File: src/hdl/crcmx_pkg.sv
package crcmx_pkg;

	localparam int WORD_W = 32;
	localparam int BLEN_W = 21;
	localparam int CNT_W = 3;
	localparam int BYTES = 4;
	localparam int LANES = 16;
	localparam int LANE_W = 4;
	localparam int BANKS = 4;
	localparam int BANK_W = 2;
	localparam int BANK_DEPTH = LANES / BANKS;
	localparam int BADDR_W = LANE_W - BANK_W;

	localparam longint unsigned MAX_BLOCK_BYTES = 64'd1048576;

	localparam logic [WORD_W-1:0] CASTAGNOLI_REFL = 32'h82F63B78;
	localparam logic [WORD_W-1:0] CRC_INIT = 32'hFFFFFFFF;
	localparam logic [WORD_W-1:0] GOLDEN = 32'h9E3779B9;
	localparam int ROT_LEFT = 7;
	localparam int XSHIFT = 11;

	localparam logic [LANE_W-1:0] LAST_LANE = 4'd15;

	localparam logic [1:0] KIND_WORD = 2'd0;
	localparam logic [1:0] KIND_LANE = 2'd1;
	localparam logic [1:0] KIND_IN_CRC = 2'd2;
	localparam logic [1:0] KIND_OUT_CRC = 2'd3;

	typedef logic [WORD_W-1:0] word_t;

	// which bytes of the item go to which bank, and the row each bank touches
	typedef struct packed {
		logic [CNT_W-1:0] cnt;
		logic [BANKS-1:0][BYTES-1:0] byte_mask;
		logic [BANKS-1:0][BADDR_W-1:0] addr;
	} plan_t;

	function automatic word_t crc_byte(input word_t crc, input logic [7:0] b);
		word_t c;
		c = crc ^ {24'd0, b};
		for (int k = 0; k < 8; k++) begin
			c = (c >> 1) ^ (c[0] ? CASTAGNOLI_REFL : 32'd0);
		end
		return c;
	endfunction

	function automatic logic [CNT_W-1:0] norm_count(input logic [CNT_W-1:0] c);
		case (c)
			3'd1, 3'd2, 3'd3: return c;
			default: return 3'd4;
		endcase
	endfunction

	function automatic word_t byte_mask(input logic [CNT_W-1:0] c);
		case (c)
			3'd1: return 32'h000000FF;
			3'd2: return 32'h0000FFFF;
			3'd3: return 32'h00FFFFFF;
			default: return 32'hFFFFFFFF;
		endcase
	endfunction

	function automatic word_t salt(input logic [LANE_W-1:0] idx);
		case (idx)
			4'd0: return 32'h243F6A88;
			4'd1: return 32'h85A308D3;
			4'd2: return 32'h13198A2E;
			4'd3: return 32'h03707344;
			4'd4: return 32'hA4093822;
			4'd5: return 32'h299F31D0;
			4'd6: return 32'h082EFA98;
			4'd7: return 32'hEC4E6C89;
			4'd8: return 32'h452821E6;
			4'd9: return 32'h38D01377;
			4'd10: return 32'hBE5466CF;
			4'd11: return 32'h34E90C6C;
			4'd12: return 32'hC0AC29B7;
			4'd13: return 32'hC97C50DD;
			4'd14: return 32'h3F84D5B5;
			default: return 32'hB5470917;
		endcase
	endfunction

endpackage

File: src/hdl/crcmx_in_if.sv
interface crcmx_in_if;
	logic valid;
	logic ready;
	logic [31:0] data_word;
	logic [2:0] byte_count;
	logic [20:0] block_bytes;
	logic last;

	modport source (output valid, output data_word, output byte_count, output block_bytes,
		output last, input ready);
	modport sink (input valid, input data_word, input byte_count, input block_bytes,
		input last, output ready);
endinterface

File: src/hdl/crcmx_out_if.sv
interface crcmx_out_if;
	logic valid;
	logic ready;
	logic [1:0] result_kind;
	logic [3:0] lane_index;
	logic [31:0] result_value;
	logic [2:0] valid_bytes;
	logic end_of_run;

	modport source (output valid, output result_kind, output lane_index, output result_value,
		output valid_bytes, output end_of_run, input ready);
	modport sink (input valid, input result_kind, input lane_index, input result_value,
		input valid_bytes, input end_of_run, output ready);
endinterface

File: src/hdl/crcmx_lane_plan.sv
module crcmx_lane_plan #(
	parameter longint unsigned MAX_BLOCK_BYTES = crcmx_pkg::MAX_BLOCK_BYTES
) (
	input logic clk,
	input logic arst_n,
	input logic accept,
	input logic last,
	input logic [crcmx_pkg::CNT_W-1:0] byte_count,
	input logic [crcmx_pkg::BLEN_W-1:0] block_bytes,
	output crcmx_pkg::plan_t plan,
	output logic [crcmx_pkg::LANE_W-1:0] word_index
);

	localparam longint unsigned BLEN_MAX = (64'd1 << crcmx_pkg::BLEN_W) - 64'd1;
	localparam longint unsigned LEN_CAP =
		(MAX_BLOCK_BYTES < BLEN_MAX) ? MAX_BLOCK_BYTES : BLEN_MAX;
	localparam int LEFT_W = $clog2(LEN_CAP / crcmx_pkg::LANES + 2);
	localparam logic [crcmx_pkg::BLEN_W-1:0] CAP_V = crcmx_pkg::BLEN_W'(LEN_CAP);

	logic in_block_q;
	logic [crcmx_pkg::LANE_W-1:0] lane_q;
	logic [LEFT_W-1:0] left_q;
	logic [LEFT_W-1:0] quot_q;
	logic [crcmx_pkg::LANE_W-1:0] rem_q;
	logic [crcmx_pkg::LANE_W-1:0] word_q;

	logic [crcmx_pkg::BLEN_W-1:0] blen_c;
	logic [LEFT_W-1:0] quot0, quot_e, left_e, left_v;
	logic [crcmx_pkg::LANE_W-1:0] rem0, rem_e, lane_e, lane_v;
	crcmx_pkg::plan_t plan_c;

	assign blen_c = (block_bytes > CAP_V) ? CAP_V : block_bytes;
	assign quot0 = LEFT_W'(blen_c >> crcmx_pkg::LANE_W);
	assign rem0 = blen_c[crcmx_pkg::LANE_W-1:0];

	// a new block starts with lane 0 holding its full share
	assign quot_e = in_block_q ? quot_q : quot0;
	assign rem_e = in_block_q ? rem_q : rem0;
	assign lane_e = in_block_q ? lane_q : '0;
	assign left_e = in_block_q ? left_q : quot0 + LEFT_W'(rem0 != '0);

	always_comb begin
		plan_c = '0;
		plan_c.cnt = crcmx_pkg::norm_count(byte_count);
		lane_v = lane_e;
		left_v = left_e;
		for (int j = 0; j < crcmx_pkg::BYTES; j++) begin
			if (crcmx_pkg::CNT_W'(j) < plan_c.cnt) begin
				// step past an empty lane; with under 16 bytes the empty ones are all at the end
				if (left_v == '0 && lane_v != crcmx_pkg::LAST_LANE) begin
					if (quot_e != '0) begin
						lane_v = lane_v + 4'd1;
						left_v = quot_e + LEFT_W'(lane_v < rem_e);
					end else if ((lane_v + 4'd1) < rem_e) begin
						lane_v = lane_v + 4'd1;
						left_v = LEFT_W'(1);
					end else begin
						lane_v = crcmx_pkg::LAST_LANE;
						left_v = '0;
					end
				end
				if (left_v != '0) begin
					plan_c.byte_mask[lane_v[crcmx_pkg::BANK_W-1:0]][j] = 1'b1;
					plan_c.addr[lane_v[crcmx_pkg::BANK_W-1:0]] =
						lane_v[crcmx_pkg::LANE_W-1:crcmx_pkg::BANK_W];
					left_v = left_v - LEFT_W'(1);
				end
			end
		end
	end

	assign plan = plan_c;
	assign word_index = word_q;

	always_ff @(posedge clk or negedge arst_n) begin
		if (!arst_n) begin
			in_block_q <= 1'b0;
			lane_q <= '0;
			left_q <= '0;
			quot_q <= '0;
			rem_q <= '0;
			word_q <= '0;
		end else if (accept) begin
			if (last) begin
				in_block_q <= 1'b0;
				lane_q <= '0;
				left_q <= '0;
				quot_q <= '0;
				rem_q <= '0;
				word_q <= '0;
			end else begin
				in_block_q <= 1'b1;
				lane_q <= lane_v;
				left_q <= left_v;
				quot_q <= quot_e;
				rem_q <= rem_e;
				word_q <= word_q + 4'd1;
			end
		end
	end

endmodule

File: src/hdl/crcmx_mixer.sv
module crcmx_mixer (
	input logic clk,
	input logic load,
	input crcmx_pkg::word_t data_word,
	input logic [crcmx_pkg::LANE_W-1:0] word_index,
	output crcmx_pkg::word_t mixed
);

	crcmx_pkg::word_t prod_s1;
	crcmx_pkg::word_t salted;
	crcmx_pkg::word_t rot;

	assign salted = data_word ^ crcmx_pkg::salt(word_index);

	always_ff @(posedge clk) begin
		if (load) begin
			prod_s1 <= salted * crcmx_pkg::GOLDEN;
		end
	end

	assign rot = {prod_s1[crcmx_pkg::WORD_W-crcmx_pkg::ROT_LEFT-1:0],
		prod_s1[crcmx_pkg::WORD_W-1:crcmx_pkg::WORD_W-crcmx_pkg::ROT_LEFT]};
	assign mixed = rot ^ (rot >> crcmx_pkg::XSHIFT);

endmodule

File: src/hdl/crcmx_lane_ram.sv
module crcmx_lane_ram (
	input logic clk,
	input logic arst_n,
	input logic rd_en,
	input logic [crcmx_pkg::BANKS-1:0][crcmx_pkg::BADDR_W-1:0] rd_addr,
	input logic [crcmx_pkg::BANKS-1:0] wr_en,
	input logic [crcmx_pkg::BANKS-1:0][crcmx_pkg::BADDR_W-1:0] wr_addr,
	input logic [crcmx_pkg::BANKS-1:0][crcmx_pkg::WORD_W-1:0] wr_data,
	input logic clr,
	output logic [crcmx_pkg::BANKS-1:0][crcmx_pkg::WORD_W-1:0] rd_data
);

	// lane k lives in bank k mod 4, so four consecutive lanes never collide
	for (genvar b = 0; b < crcmx_pkg::BANKS; b++) begin : g_bank
		crcmx_pkg::word_t mem [crcmx_pkg::BANK_DEPTH];
		logic [crcmx_pkg::BANK_DEPTH-1:0] vld_q;
		crcmx_pkg::word_t rd_q;

		always_ff @(posedge clk) begin
			if (wr_en[b]) begin
				mem[wr_addr[b]] <= wr_data[b];
			end
		end

		// forward a write landing in the same cycle; unwritten rows read as the crc seed
		always_ff @(posedge clk) begin
			if (rd_en) begin
				if (wr_en[b] && wr_addr[b] == rd_addr[b]) begin
					rd_q <= wr_data[b];
				end else if (vld_q[rd_addr[b]]) begin
					rd_q <= mem[rd_addr[b]];
				end else begin
					rd_q <= crcmx_pkg::CRC_INIT;
				end
			end
		end

		always_ff @(posedge clk or negedge arst_n) begin
			if (!arst_n) begin
				vld_q <= '0;
			end else if (clr) begin
				vld_q <= '0;
			end else if (wr_en[b]) begin
				vld_q[wr_addr[b]] <= 1'b1;
			end
		end

		assign rd_data[b] = rd_q;
	end

endmodule

File: src/hdl/block_crc32c_lane_mixer_core.sv
// crc32c lane mixer
// feed channel: one item per word of a block, little-endian, byte_count valid bytes,
// block_bytes read on the first item of a block, last on its final word.
// result channel: one data word per item, mixed if all four bytes are valid; after
// the last word, the 16 lane crcs in lane order, then the crc over the input bytes,
// then the crc over the mixed bytes, which carries end_of_run.
// each word goes through the update stage and then the output register.
// throughput: one item per cycle inside a block while results are taken. the lane
// crcs sit in a 4-bank ram read as each item is taken, ahead of the update stage,
// with a bypass for back-to-back items on the same lane. closing a block emits 18
// results, with one ram read first to prime them; feed is held off from the last
// word until the final crc is loaded into the output register.
// reset clears all control state and the lane valid bits at once; no clearing pass.
// a stalled result holds in the output register; the update stage still takes one
// more item behind it, then feed.ready drops until the result is taken.
module block_crc32c_lane_mixer_core #(
	parameter longint unsigned MAX_BLOCK_BYTES = crcmx_pkg::MAX_BLOCK_BYTES
) (
	input logic clk,
	input logic arst_n,
	crcmx_in_if.sink feed,
	crcmx_out_if.source result
);

	localparam logic [4:0] TAIL_IN_IDX = 5'd16;
	localparam logic [4:0] TAIL_OUT_IDX = 5'd17;
	localparam logic [4:0] TAIL_LAST_LANE = 5'd15;

	logic accept;
	logic out_free;
	logic s1_fire;
	logic in_ready;

	crcmx_pkg::plan_t plan;
	logic [crcmx_pkg::LANE_W-1:0] word_index;
	crcmx_pkg::word_t mix_out;

	logic s1_valid_q;
	logic s1_last_q;
	crcmx_pkg::plan_t plan_s1;
	crcmx_pkg::word_t data_s1;

	crcmx_pkg::word_t in_crc_q, out_crc_q;
	crcmx_pkg::word_t in_crc_n, out_crc_n, mixed;

	logic tail_active_q;
	logic tail_have_q;
	logic [4:0] tail_idx_q;
	logic tail_emit, tail_rd, tail_done;
	logic [crcmx_pkg::LANE_W-1:0] tail_lane;

	logic rd_en;
	logic [crcmx_pkg::BANKS-1:0][crcmx_pkg::BADDR_W-1:0] rd_addr;
	logic [crcmx_pkg::BANKS-1:0] wr_en;
	logic [crcmx_pkg::BANKS-1:0][crcmx_pkg::WORD_W-1:0] wr_data;
	logic [crcmx_pkg::BANKS-1:0][crcmx_pkg::WORD_W-1:0] rd_data;

	logic out_valid_q;
	logic [1:0] kind_q;
	logic [crcmx_pkg::LANE_W-1:0] lane_idx_q;
	crcmx_pkg::word_t value_q;
	logic [crcmx_pkg::CNT_W-1:0] vbytes_q;
	logic eor_q;

	assign out_free = !out_valid_q || result.ready;
	assign s1_fire = s1_valid_q && out_free;
	assign in_ready = !tail_active_q && (!s1_valid_q || (!s1_last_q && out_free));
	assign feed.ready = in_ready;
	assign accept = feed.valid && in_ready;

	crcmx_lane_plan #(
		.MAX_BLOCK_BYTES(MAX_BLOCK_BYTES)
	) u_plan (
		.clk(clk),
		.arst_n(arst_n),
		.accept(accept),
		.last(feed.last),
		.byte_count(feed.byte_count),
		.block_bytes(feed.block_bytes),
		.plan(plan),
		.word_index(word_index)
	);

	crcmx_mixer u_mixer (
		.clk(clk),
		.load(accept),
		.data_word(feed.data_word),
		.word_index(word_index),
		.mixed(mix_out)
	);

	// update stage
	always_ff @(posedge clk or negedge arst_n) begin
		if (!arst_n) begin
			s1_valid_q <= 1'b0;
		end else if (accept) begin
			s1_valid_q <= 1'b1;
		end else if (s1_fire) begin
			s1_valid_q <= 1'b0;
		end
	end

	always_ff @(posedge clk) begin
		if (accept) begin
			s1_last_q <= feed.last;
			plan_s1 <= plan;
			data_s1 <= feed.data_word & crcmx_pkg::byte_mask(plan.cnt);
		end
	end

	// short words pass through unmixed
	assign mixed = (plan_s1.cnt == 3'd4) ? mix_out : data_s1;

	always_comb begin
		in_crc_n = in_crc_q;
		out_crc_n = out_crc_q;
		for (int j = 0; j < crcmx_pkg::BYTES; j++) begin
			if (crcmx_pkg::CNT_W'(j) < plan_s1.cnt) begin
				in_crc_n = crcmx_pkg::crc_byte(in_crc_n, data_s1[8*j +: 8]);
				out_crc_n = crcmx_pkg::crc_byte(out_crc_n, mixed[8*j +: 8]);
			end
		end
	end

	always_comb begin
		for (int b = 0; b < crcmx_pkg::BANKS; b++) begin
			wr_data[b] = rd_data[b];
			for (int j = 0; j < crcmx_pkg::BYTES; j++) begin
				if (plan_s1.byte_mask[b][j]) begin
					wr_data[b] = crcmx_pkg::crc_byte(wr_data[b], data_s1[8*j +: 8]);
				end
			end
			wr_en[b] = s1_fire && (plan_s1.byte_mask[b] != '0);
		end
	end

	always_ff @(posedge clk or negedge arst_n) begin
		if (!arst_n) begin
			in_crc_q <= crcmx_pkg::CRC_INIT;
			out_crc_q <= crcmx_pkg::CRC_INIT;
		end else if (tail_done) begin
			in_crc_q <= crcmx_pkg::CRC_INIT;
			out_crc_q <= crcmx_pkg::CRC_INIT;
		end else if (s1_fire) begin
			in_crc_q <= in_crc_n;
			out_crc_q <= out_crc_n;
		end
	end

	// end of block: read lane crcs one ahead of the result register
	assign tail_emit = tail_active_q && out_free && (tail_have_q || tail_idx_q[4]);
	assign tail_done = tail_emit && tail_idx_q == TAIL_OUT_IDX;
	assign tail_rd = tail_active_q && !tail_idx_q[4]
		&& (!tail_have_q || (tail_emit && tail_idx_q != TAIL_LAST_LANE));
	assign tail_lane = tail_have_q ? tail_idx_q[3:0] + 4'd1 : tail_idx_q[3:0];

	always_ff @(posedge clk or negedge arst_n) begin
		if (!arst_n) begin
			tail_active_q <= 1'b0;
			tail_have_q <= 1'b0;
			tail_idx_q <= '0;
		end else if (s1_fire && s1_last_q) begin
			tail_active_q <= 1'b1;
			tail_have_q <= 1'b0;
			tail_idx_q <= '0;
		end else if (tail_active_q) begin
			if (tail_emit) begin
				tail_idx_q <= tail_idx_q + 5'd1;
				tail_have_q <= tail_rd;
				if (tail_done) begin
					tail_active_q <= 1'b0;
				end
			end else if (tail_rd) begin
				tail_have_q <= 1'b1;
			end
		end
	end

	always_comb begin
		rd_en = accept || tail_rd;
		for (int b = 0; b < crcmx_pkg::BANKS; b++) begin
			rd_addr[b] = accept ? plan.addr[b]
				: tail_lane[crcmx_pkg::LANE_W-1:crcmx_pkg::BANK_W];
		end
	end

	crcmx_lane_ram u_ram (
		.clk(clk),
		.arst_n(arst_n),
		.rd_en(rd_en),
		.rd_addr(rd_addr),
		.wr_en(wr_en),
		.wr_addr(plan_s1.addr),
		.wr_data(wr_data),
		.clr(tail_done),
		.rd_data(rd_data)
	);

	// output register
	always_ff @(posedge clk or negedge arst_n) begin
		if (!arst_n) begin
			out_valid_q <= 1'b0;
		end else if (s1_fire || tail_emit) begin
			out_valid_q <= 1'b1;
		end else if (result.ready) begin
			out_valid_q <= 1'b0;
		end
	end

	always_ff @(posedge clk) begin
		if (s1_fire) begin
			kind_q <= crcmx_pkg::KIND_WORD;
			lane_idx_q <= '0;
			value_q <= mixed;
			vbytes_q <= plan_s1.cnt;
			eor_q <= 1'b0;
		end else if (tail_emit) begin
			vbytes_q <= '0;
			if (!tail_idx_q[4]) begin
				kind_q <= crcmx_pkg::KIND_LANE;
				lane_idx_q <= tail_idx_q[3:0];
				value_q <= ~rd_data[tail_idx_q[crcmx_pkg::BANK_W-1:0]];
				eor_q <= 1'b0;
			end else if (tail_idx_q == TAIL_IN_IDX) begin
				kind_q <= crcmx_pkg::KIND_IN_CRC;
				lane_idx_q <= '0;
				value_q <= ~in_crc_q;
				eor_q <= 1'b0;
			end else begin
				kind_q <= crcmx_pkg::KIND_OUT_CRC;
				lane_idx_q <= '0;
				value_q <= ~out_crc_q;
				eor_q <= 1'b1;
			end
		end
	end

	assign result.valid = out_valid_q;
	assign result.result_kind = kind_q;
	assign result.lane_index = lane_idx_q;
	assign result.result_value = value_q;
	assign result.valid_bytes = vbytes_q;
	assign result.end_of_run = eor_q;

endmodule

File: src/flat_wrapper.sv
// flat-port wrapper written by rule: the top's interface ports become plain ports
module block_crc32c_lane_mixer_core_flat 
#(
	parameter longint unsigned MAX_BLOCK_BYTES = crcmx_pkg::MAX_BLOCK_BYTES
)
  (clk, arst_n, feed_valid, feed_data_word, feed_byte_count, feed_block_bytes, feed_last, feed_ready, result_valid, result_result_kind, result_lane_index, result_result_value, result_valid_bytes, result_end_of_run, result_ready);
  crcmx_in_if feed_i ();
  crcmx_out_if result_i ();
  input logic clk;
  input logic arst_n;
  input wire logic [$bits(feed_i.valid)-1:0] feed_valid;
  input wire logic [$bits(feed_i.data_word)-1:0] feed_data_word;
  input wire logic [$bits(feed_i.byte_count)-1:0] feed_byte_count;
  input wire logic [$bits(feed_i.block_bytes)-1:0] feed_block_bytes;
  input wire logic [$bits(feed_i.last)-1:0] feed_last;
  output wire logic [$bits(feed_i.ready)-1:0] feed_ready;
  output wire logic [$bits(result_i.valid)-1:0] result_valid;
  output wire logic [$bits(result_i.result_kind)-1:0] result_result_kind;
  output wire logic [$bits(result_i.lane_index)-1:0] result_lane_index;
  output wire logic [$bits(result_i.result_value)-1:0] result_result_value;
  output wire logic [$bits(result_i.valid_bytes)-1:0] result_valid_bytes;
  output wire logic [$bits(result_i.end_of_run)-1:0] result_end_of_run;
  input wire logic [$bits(result_i.ready)-1:0] result_ready;
  assign feed_i.valid = feed_valid;
  assign feed_i.data_word = feed_data_word;
  assign feed_i.byte_count = feed_byte_count;
  assign feed_i.block_bytes = feed_block_bytes;
  assign feed_i.last = feed_last;
  assign feed_ready = feed_i.ready;
  assign result_valid = result_i.valid;
  assign result_result_kind = result_i.result_kind;
  assign result_lane_index = result_i.lane_index;
  assign result_result_value = result_i.result_value;
  assign result_valid_bytes = result_i.valid_bytes;
  assign result_end_of_run = result_i.end_of_run;
  assign result_i.ready = result_ready;
  block_crc32c_lane_mixer_core #(.MAX_BLOCK_BYTES(MAX_BLOCK_BYTES)) u_core (.clk(clk), .arst_n(arst_n), .feed(feed_i), .result(result_i));
endmodule
File: config.mk
export PLATFORM = sky130hd
export DESIGN_NAME = block_crc32c_lane_mixer_core_flat
export DESIGN_NICKNAME = d
export VERILOG_FILES = /design/src/hdl/crcmx_pkg.sv /design/src/hdl/crcmx_in_if.sv /design/src/hdl/crcmx_out_if.sv /design/src/hdl/crcmx_lane_plan.sv /design/src/hdl/crcmx_mixer.sv /design/src/hdl/crcmx_lane_ram.sv /design/src/hdl/block_crc32c_lane_mixer_core.sv /design/src/flat_wrapper.sv
export SDC_FILE = /design/constraint.sdc
export NUM_CORES = 2
export LEC_CHECK = 0
export BUFFER_PORTS_ARGS = -buffer_cell sky130_fd_sc_hd__buf_2
export CAP_MARGIN = 20
export CORE_ASPECT_RATIO = 0.5
export CORE_MARGIN = 8
export CORE_UTILIZATION = 35
export DETAILED_ROUTE_END_ITERATION = 8
export MAX_ROUTING_LAYER = met4
export PLACE_DENSITY_LB_ADDON = 0.3
export SLEW_MARGIN = 20
export SYNTH_ARGS = -nofsm -noshare
export SYNTH_HDL_FRONTEND = slang
export SYNTH_HIERARCHICAL = 1
export SYNTH_SLANG_ARGS = --single-unit
File: constraint.sdc
create_clock -name clk -period 15.6 [get_ports clk]
set_input_delay 0.78 -clock clk [delete_from_list [all_inputs] [get_ports clk]]
set_output_delay 0.78 -clock clk [all_outputs]
set_load 0.02 [all_outputs]
==> Word level (Yosys, flattened, before mapping) <==
Memories as Yosys holds them, arrays and structs flattened.
Cells that the tools add are included.
{ "op_classes": {"n_mux": 379, "add_sub_neg": 16, "bitwise": 230, "n_mul": 1, "n_eq_ne": 18, "n_lt_le_gt_ge": 34, "n_reduce_logical": 71} }
{ "op_table": {"columns": ["operator", "n"], "rows": [
  ["32-bit 2-to-1 mux", 235],
  ["31-bit by 32-bit XOR with 32-bit output", 192],
  ["32-bit by 8-bit XOR with 32-bit output", 24],
  ["17-bit 2-to-1 mux", 24],
  ["24-bit 2-to-1 mux", 8],
  ["4-bit 2-to-1 mux", 36],
  ["32-bit NOT", 3],
  ["32-bit case mux with 3 select lines", 1],
  ["17-bit by 1-bit adder with 17-bit output", 5],
  ["17-bit nonzero test", 5],
  ["17-bit logical NOT", 4],
  ["17-bit by 1-bit subtractor with 17-bit output, second input constant", 4],
  ["32-bit binary-select mux with 2-bit select", 1],
  ["16-bit bitwise OR", 3],
  ["2-bit by 3-bit less-than comparator with 1-bit output, second input constant", 13],
  ["1-bit 2-to-1 mux", 37],
  ["32-bit bitwise AND", 1],
  ["4-bit demux with 2-bit select", 4],
  ["32-bit by 32-bit multiplier with 32-bit output, second input constant", 1],
  ["32-bit by 21-bit XOR with 32-bit output", 1],
  ["32-bit XOR", 1],
  ["1-bit logical AND", 31],
  ["4-bit by 1-bit adder with 4-bit output, second input constant", 6],
  ["8-bit bitwise mux", 3],
  ["other kinds (29)", 106]
]} }
{ "totals": {"memories": 5, "romBits": 512, "ff_bits": 398, "word_cells": 792, "mem_bits_rw": 512} }
{ "mem_list": {"columns": ["name", "depth", "word_bits", "read_ports", "rd_clocked_by_memory_dff", "wr", "line", "text"], "rows": [
  ["(name not given)", 16, 32, 1, 0, 0, "crcmx_pkg.sv:64", "case (idx)"],
  ["u_core.u_ram.g_bank[0].mem", 4, 32, 1, 0, 1, "crcmx_lane_ram.sv:15", "crcmx_pkg::word_t mem [crcmx_pkg::BANK_DEPTH];"],
  ["u_core.u_ram.g_bank[1].mem", 4, 32, 1, 0, 1, "crcmx_lane_ram.sv:15", null],
  ["u_core.u_ram.g_bank[2].mem", 4, 32, 1, 0, 1, "crcmx_lane_ram.sv:15", null],
  ["u_core.u_ram.g_bank[3].mem", 4, 32, 1, 0, 1, "crcmx_lane_ram.sv:15", null]
]} }

==> Logic depth before layout (Yosys ltp) <==
{ "depth": {"depth_word": 76, "depth_mapped": 77, "mapped_depth_nobuf": 67} }

==> By module <==
Netlist, hierarchy kept.
{ "modules_own_cells": {"columns": ["mod", "seq_area_each_um2", "area_each_um2", "instances", "cells_each"], "rows": [
  ["block_crc32c_lane_mixer_core", 4899.7, 40348.7, 1, 4196],
  ["crcmx_lane_ram", 19618.8, 24626.1, 1, 1050],
  ["crcmx_mixer", 960.9, 11925.2, 1, 1126],
  ["crcmx_lane_plan", 1176.1, 11130.7, 1, 1573]
]} }

==> Worst setup path after synthesis <==
No wires, ideal clock.
{ "synth_path": {"path_type": "in2reg", "start": "input feed_block_bytes[11]", "end": "register u_core.u_ram.g_bank[1].rd_q[0] (data pin)", "path_slack_ns": 0.861, "path_stages": 62, "required_time_ns": 15.344, "path_buffers": 8, "arrival_time_ns": 14.482, "path_cell_list": "buf_2 > nor4_1 > nand4_1 > o21ai_1 > nand2_1 > inv_1 > ha_1 > ha_1 > and3_1 > nand4_1 > xor2_1 > o2bb2a_1 > o2111a_1 > buf_2 > nand2_1 > o21a_1 > ha_1 > nand2_1 > [... 26 more ...] > nor4_1 > a311oi_1 > a31oi_1 > a211oi_1 > a21o_1 > a31oi_1 > or4_4 > or3_4 > buf_6 > nor3_4 > nand3_1 > a221oi_4 > mux2i_1 > o21a_1 > buf_2 > buf_2 > mux4_2 > o22a_1"} }
{ "synth_lines": {"columns": ["element", "line", "text"], "rows": [
  ["from (decl)", "flat_wrapper.sv:14", "input wire logic [$bits(feed_i.block_bytes)-1:0] feed_block_bytes;"],
  ["to (signal assigned)", "crcmx_lane_ram.sv:29", "rd_q <= wr_data[b];"],
  ["to (signal assigned)", "crcmx_lane_ram.sv:31", "rd_q <= mem[rd_addr[b]];"],
  ["to (signal assigned)", "crcmx_lane_ram.sv:33", "rd_q <= crcmx_pkg::CRC_INIT;"],
  ["to (decl)", "crcmx_lane_ram.sv:17", "crcmx_pkg::word_t rd_q;"]
]} }

==> results.toml <==
[floorplan]
start_util_pct = 35.12
die_x_um = 725.2
rows = 130
core_area_um2 = 250700
dieHeight_um = 370.6
io_pins = 105
dieArea_um2 = 268800

[timing]
hold_violations = 0
fmaxAchievable_mhz = 68.05
hold_slack_ps = 128.2
period_needed_ps = 14690
slew_viol_final = 0
setup_violations = 0
post-route-period-util_pct = 94.19
finalSetupTns_ps = 0
fin_skew_ps = 60.37
tightest_slew_ps = 1247
max_slew_margin_pct = 16.83

[cells_and_area]
final_cells = 11490
drive_gt1_share_pct = 15.53
area_growth_syn_to_layout_pct = 9.521
layout.nets = 8570
num-fill-cells = 24406
fin_area_um2 = 96410

[global_route]
grt_overflow = 0
grt_pass1_vias = 62630
antenna_found_initial = 13
grtUsageTotal_pct = 24.27
grt_pass1_wl_mm = 466.3
grt_max_degree = 72

[placed_design]
gp_congestion = 1.028
dp_cells = 11312
dpl_cell_area_um2 = 93300
port_buffers = 104
dp_hpwl_mm = 257.3

[cts]
clkSlewWorstSetupHoldPaths_ps = 60
clk_latency_ps = 750
cts.sinks = 910
cts_max_level = 3
cts_root_buf = "clkbuf_16"
numCtsBuffers = 92
cts_buffer_depth = 3
cts_tree = "done"
cts.hold.buffers_added = 0

[worst_setup_path]
worstPathRequired_ps = 16070
worstReg2RegStart = "u_core/u_plan/in_block_q$_DFFE_PN0P_"
r2r_end = "u_core/u_ram/g_bank[1].rd_q[15]$_DFFE_PP_"
slowest_delay_ps = 610
cpMostUsedCell = "buf_4"
start_kind = "input port"
crit_arrival_ps = 15160
cp_max_fo = 30
reg2reg_setup_slack_ps = 920
r2r_cells = 52
critPathKind = "input port to flip-flop"
cp-end-kind = "flip-flop"
crit_path_top_delay_cell = "or4_4"

[routing]
ant_nets = 0
routed_via_density = 5.636
first_pass_iters = 8
drc_errors = 0
drtIter0Drc = 7533
routed_wl_mm = 327.9
dr_wl_met3_mm = 28.87
m1WireLength_mm = 147.8
wl_met2_mm = 138.8
num_vias = 64753
post_drt_wl_per_cell_um = 28.54
routed.top_layer = "met4"

[run_status]
status = "complete, no violations"

[yosys]
synthCells = 7945
synth_fp_nets = 8468
synth-seq-cells = 910
synth-edff-count = 767
async_flop_share_pct = 14.95
synth-seq-area-share_pct = 30.28
synth.avg_cell_area_um2 = 11.08
yosysWarningCount = 6
synth_area_um2 = 88030
synthFlopType = "edfxtp_1"
synthDistinctLibCells = 155

[hold_path]
hold_path_class = "input port to asynchronous set/reset pin"

[job]
drv_cap = 0
[worst max path at each step]
stage,startpoint,slack [ps],to,cells past startpoint
floorplan,feed_block_bytes[11],860,u_core/u_ram/g_bank[1].rd_q[0]$_DFFE_PP_,62
global placement,feed_block_bytes[1],140,u_core/u_ram/g_bank[0].rd_q[11]$_DFFE_PP_,58
detailed placement,feed_block_bytes[1],10,u_core/u_ram/g_bank[0].rd_q[11]$_DFFE_PP_,57
CTS,u_core/u_plan/in_block_q$_DFFE_PN0P_,370,u_core/u_ram/g_bank[0].rd_q[12]$_DFFE_PP_,53
global route,feed_block_bytes[12],-20,u_core/u_ram/g_bank[1].rd_q[23]$_DFFE_PP_,58
finish,feed_block_bytes[12],910,u_core/u_ram/g_bank[1].rd_q[15]$_DFFE_PP_,58
[through the flow]
| stage | worst slack, ps | utilization, % |
|---|---|---|
| final | 905.7 | 38.46 |
| after global routing | -21.93 | 38.46 |
| after CTS | 370.5 | 38.42 |
| after detailed placement | 13.59 | 37.22 |
| after global placement | 136.1 | 37.22 |
| after floorplan | 861.3 | - |
[sequential cells by signal (all words and copies together), names as in the netlist, 16 cells and up]
register / cells
u_core/u_ram/g_bank.mem: 512
u_core/out_crc_q: 32
u_core/u_plan/left_q: 17
u_core/result.result_value: 32
u_core/u_plan/quot_q: 17
u_core/u_ram/g_bank.rd_q: 128
u_core/u_ram/g_bank.vld_q: 16
u_core/in_crc_q: 32
u_core/u_mixer/prod_s1: 32
u_core/plan_s1: 27
u_core/data_s1: 32
[synth_stat cells (all sizes together), types with 33 or more instances]
library cell / instances / share of area (%)
xor2: 543 / 5.9
nor2: 465 / 2.0
ha: 240 / 3.4
nand4: 41 / 0.31
o211ai: 44 / 0.40
o31ai: 33 / 0.32
xnor3: 213 / 5.5
o22a: 129 / 1.3
nor3: 75 / 0.46
nor2b: 38 / 0.27
xnor2: 1365 / 15
nand3: 97 / 0.56
inv: 379 / 1.6
a21o: 38 / 0.32
and3: 49 / 0.35
or3: 35 / 0.25
a211oi: 97 / 0.84
and2: 65 / 0.46
dfstp: 64 / 1.9
a31oi: 62 / 0.45
buf: 204 / 1.5
dfrtp: 72 / 2.0
mux4: 169 / 4.3
xor3: 42 / 1.1
fa: 222 / 5.0
nand2: 504 / 2.2
mux2: 37 / 0.49
a21oi: 325 / 2.0
clkbuf: 210 / 0.90
edfxtp: 767 / 26
mux2i: 374 / 4.6
nand2b: 44 / 0.32
o21ai: 406 / 2.3
[layout by cell type (no fill, tap or decap), types with 28 or more instances in the layout]
cell type and n:
clkbuf_16 93, dfrtp_1 69, a211oi_1 94, xor2_1 498
edfxtp_1 767, and3_1 46, o21ai_0 366, buf_4 304
a21o_1 37, buf_2 103, o21ai_1 34, xor2_2 35
xnor2_1 1216, mux4_2 169, xnor2_4 42, o211ai_1 41
a31oi_1 61, nor2b_1 38, or3_1 33, a21oi_1 308
nand2b_1 42, nand2_1 500, inv_1 365, nor3_1 70
and2_1 60, nor4_1 28, o22a_1 129, dfstp_2 64
ha_1 239, or2_2 28, xor3_1 38, nand3_1 96
xnor2_2 107, nor2_1 454, fa_1 222, nand4_1 39
xnor3_1 202, mux2_2 30, mux2i_1 342
[per-layer routing]
layer | global-route usage (%) | up-vias
li1 | - | 28531
met1 | 34.15 | 32744
met2 | 35.08 | 2981
met3 | 4.706 | 497
met4 | 7.654 | 0
met5 | - | -
[worst max-delay path: cells and delay by family]
family / cells / cell delay [ps]
muxes: 1 / 240
AOI/OAI and AO/OA: 19 / 4370
buffers and inverters: 9 / 1640
xor gates and xnor gates: 4 / 640
and+or+nand+nor: 18 / 5580
adders and majority gates: 7 / 1830
[cells by family (layout without fill, tap and decap cells)]
kind of cell,count (synthesis),after routing,share of synthesized area (%)
buffers and inverters,798,973,4.086
adders and majority gates,463,463,8.475
AOI/OAI and AO/OA,1463,1463,11.26
and+or+nand+nor,1568,1568,8.613
DFF,910,910,30.28
muxes,580,580,9.388
other,0,4,0
xor gates and xnor gates,2163,2163,27.90
[cell type report]
| cell class | count | area, µm² | share of cell area, % |
|---|---|---|---|
| inverters | 383 | 1449 | 1.503 |
| clock buffers | 111 | 2405 | 2.494 |
| clock inverters | 56 | 591.8 | 0.6138 |
| repair buffers | 423 | 3109 | 3.225 |
| diodes | 4 | 10.01 | 0.01038 |
| well taps | 3366 | 4212 | 4.368 |
| flip-flops and latches | 910 | 26660 | 27.65 |
| multi-input cells | 6237 | 57980 | 60.13 |
[repair_timing]
item | in CTS | in global routing
resized for setup | 0 | 10
setup endpoints to repair | 0 | 128
setup buffers | 0 | 7
Power is not shown: default switching activity piles up to over one toggle a cycle in this logic, so the estimate is an artifact.
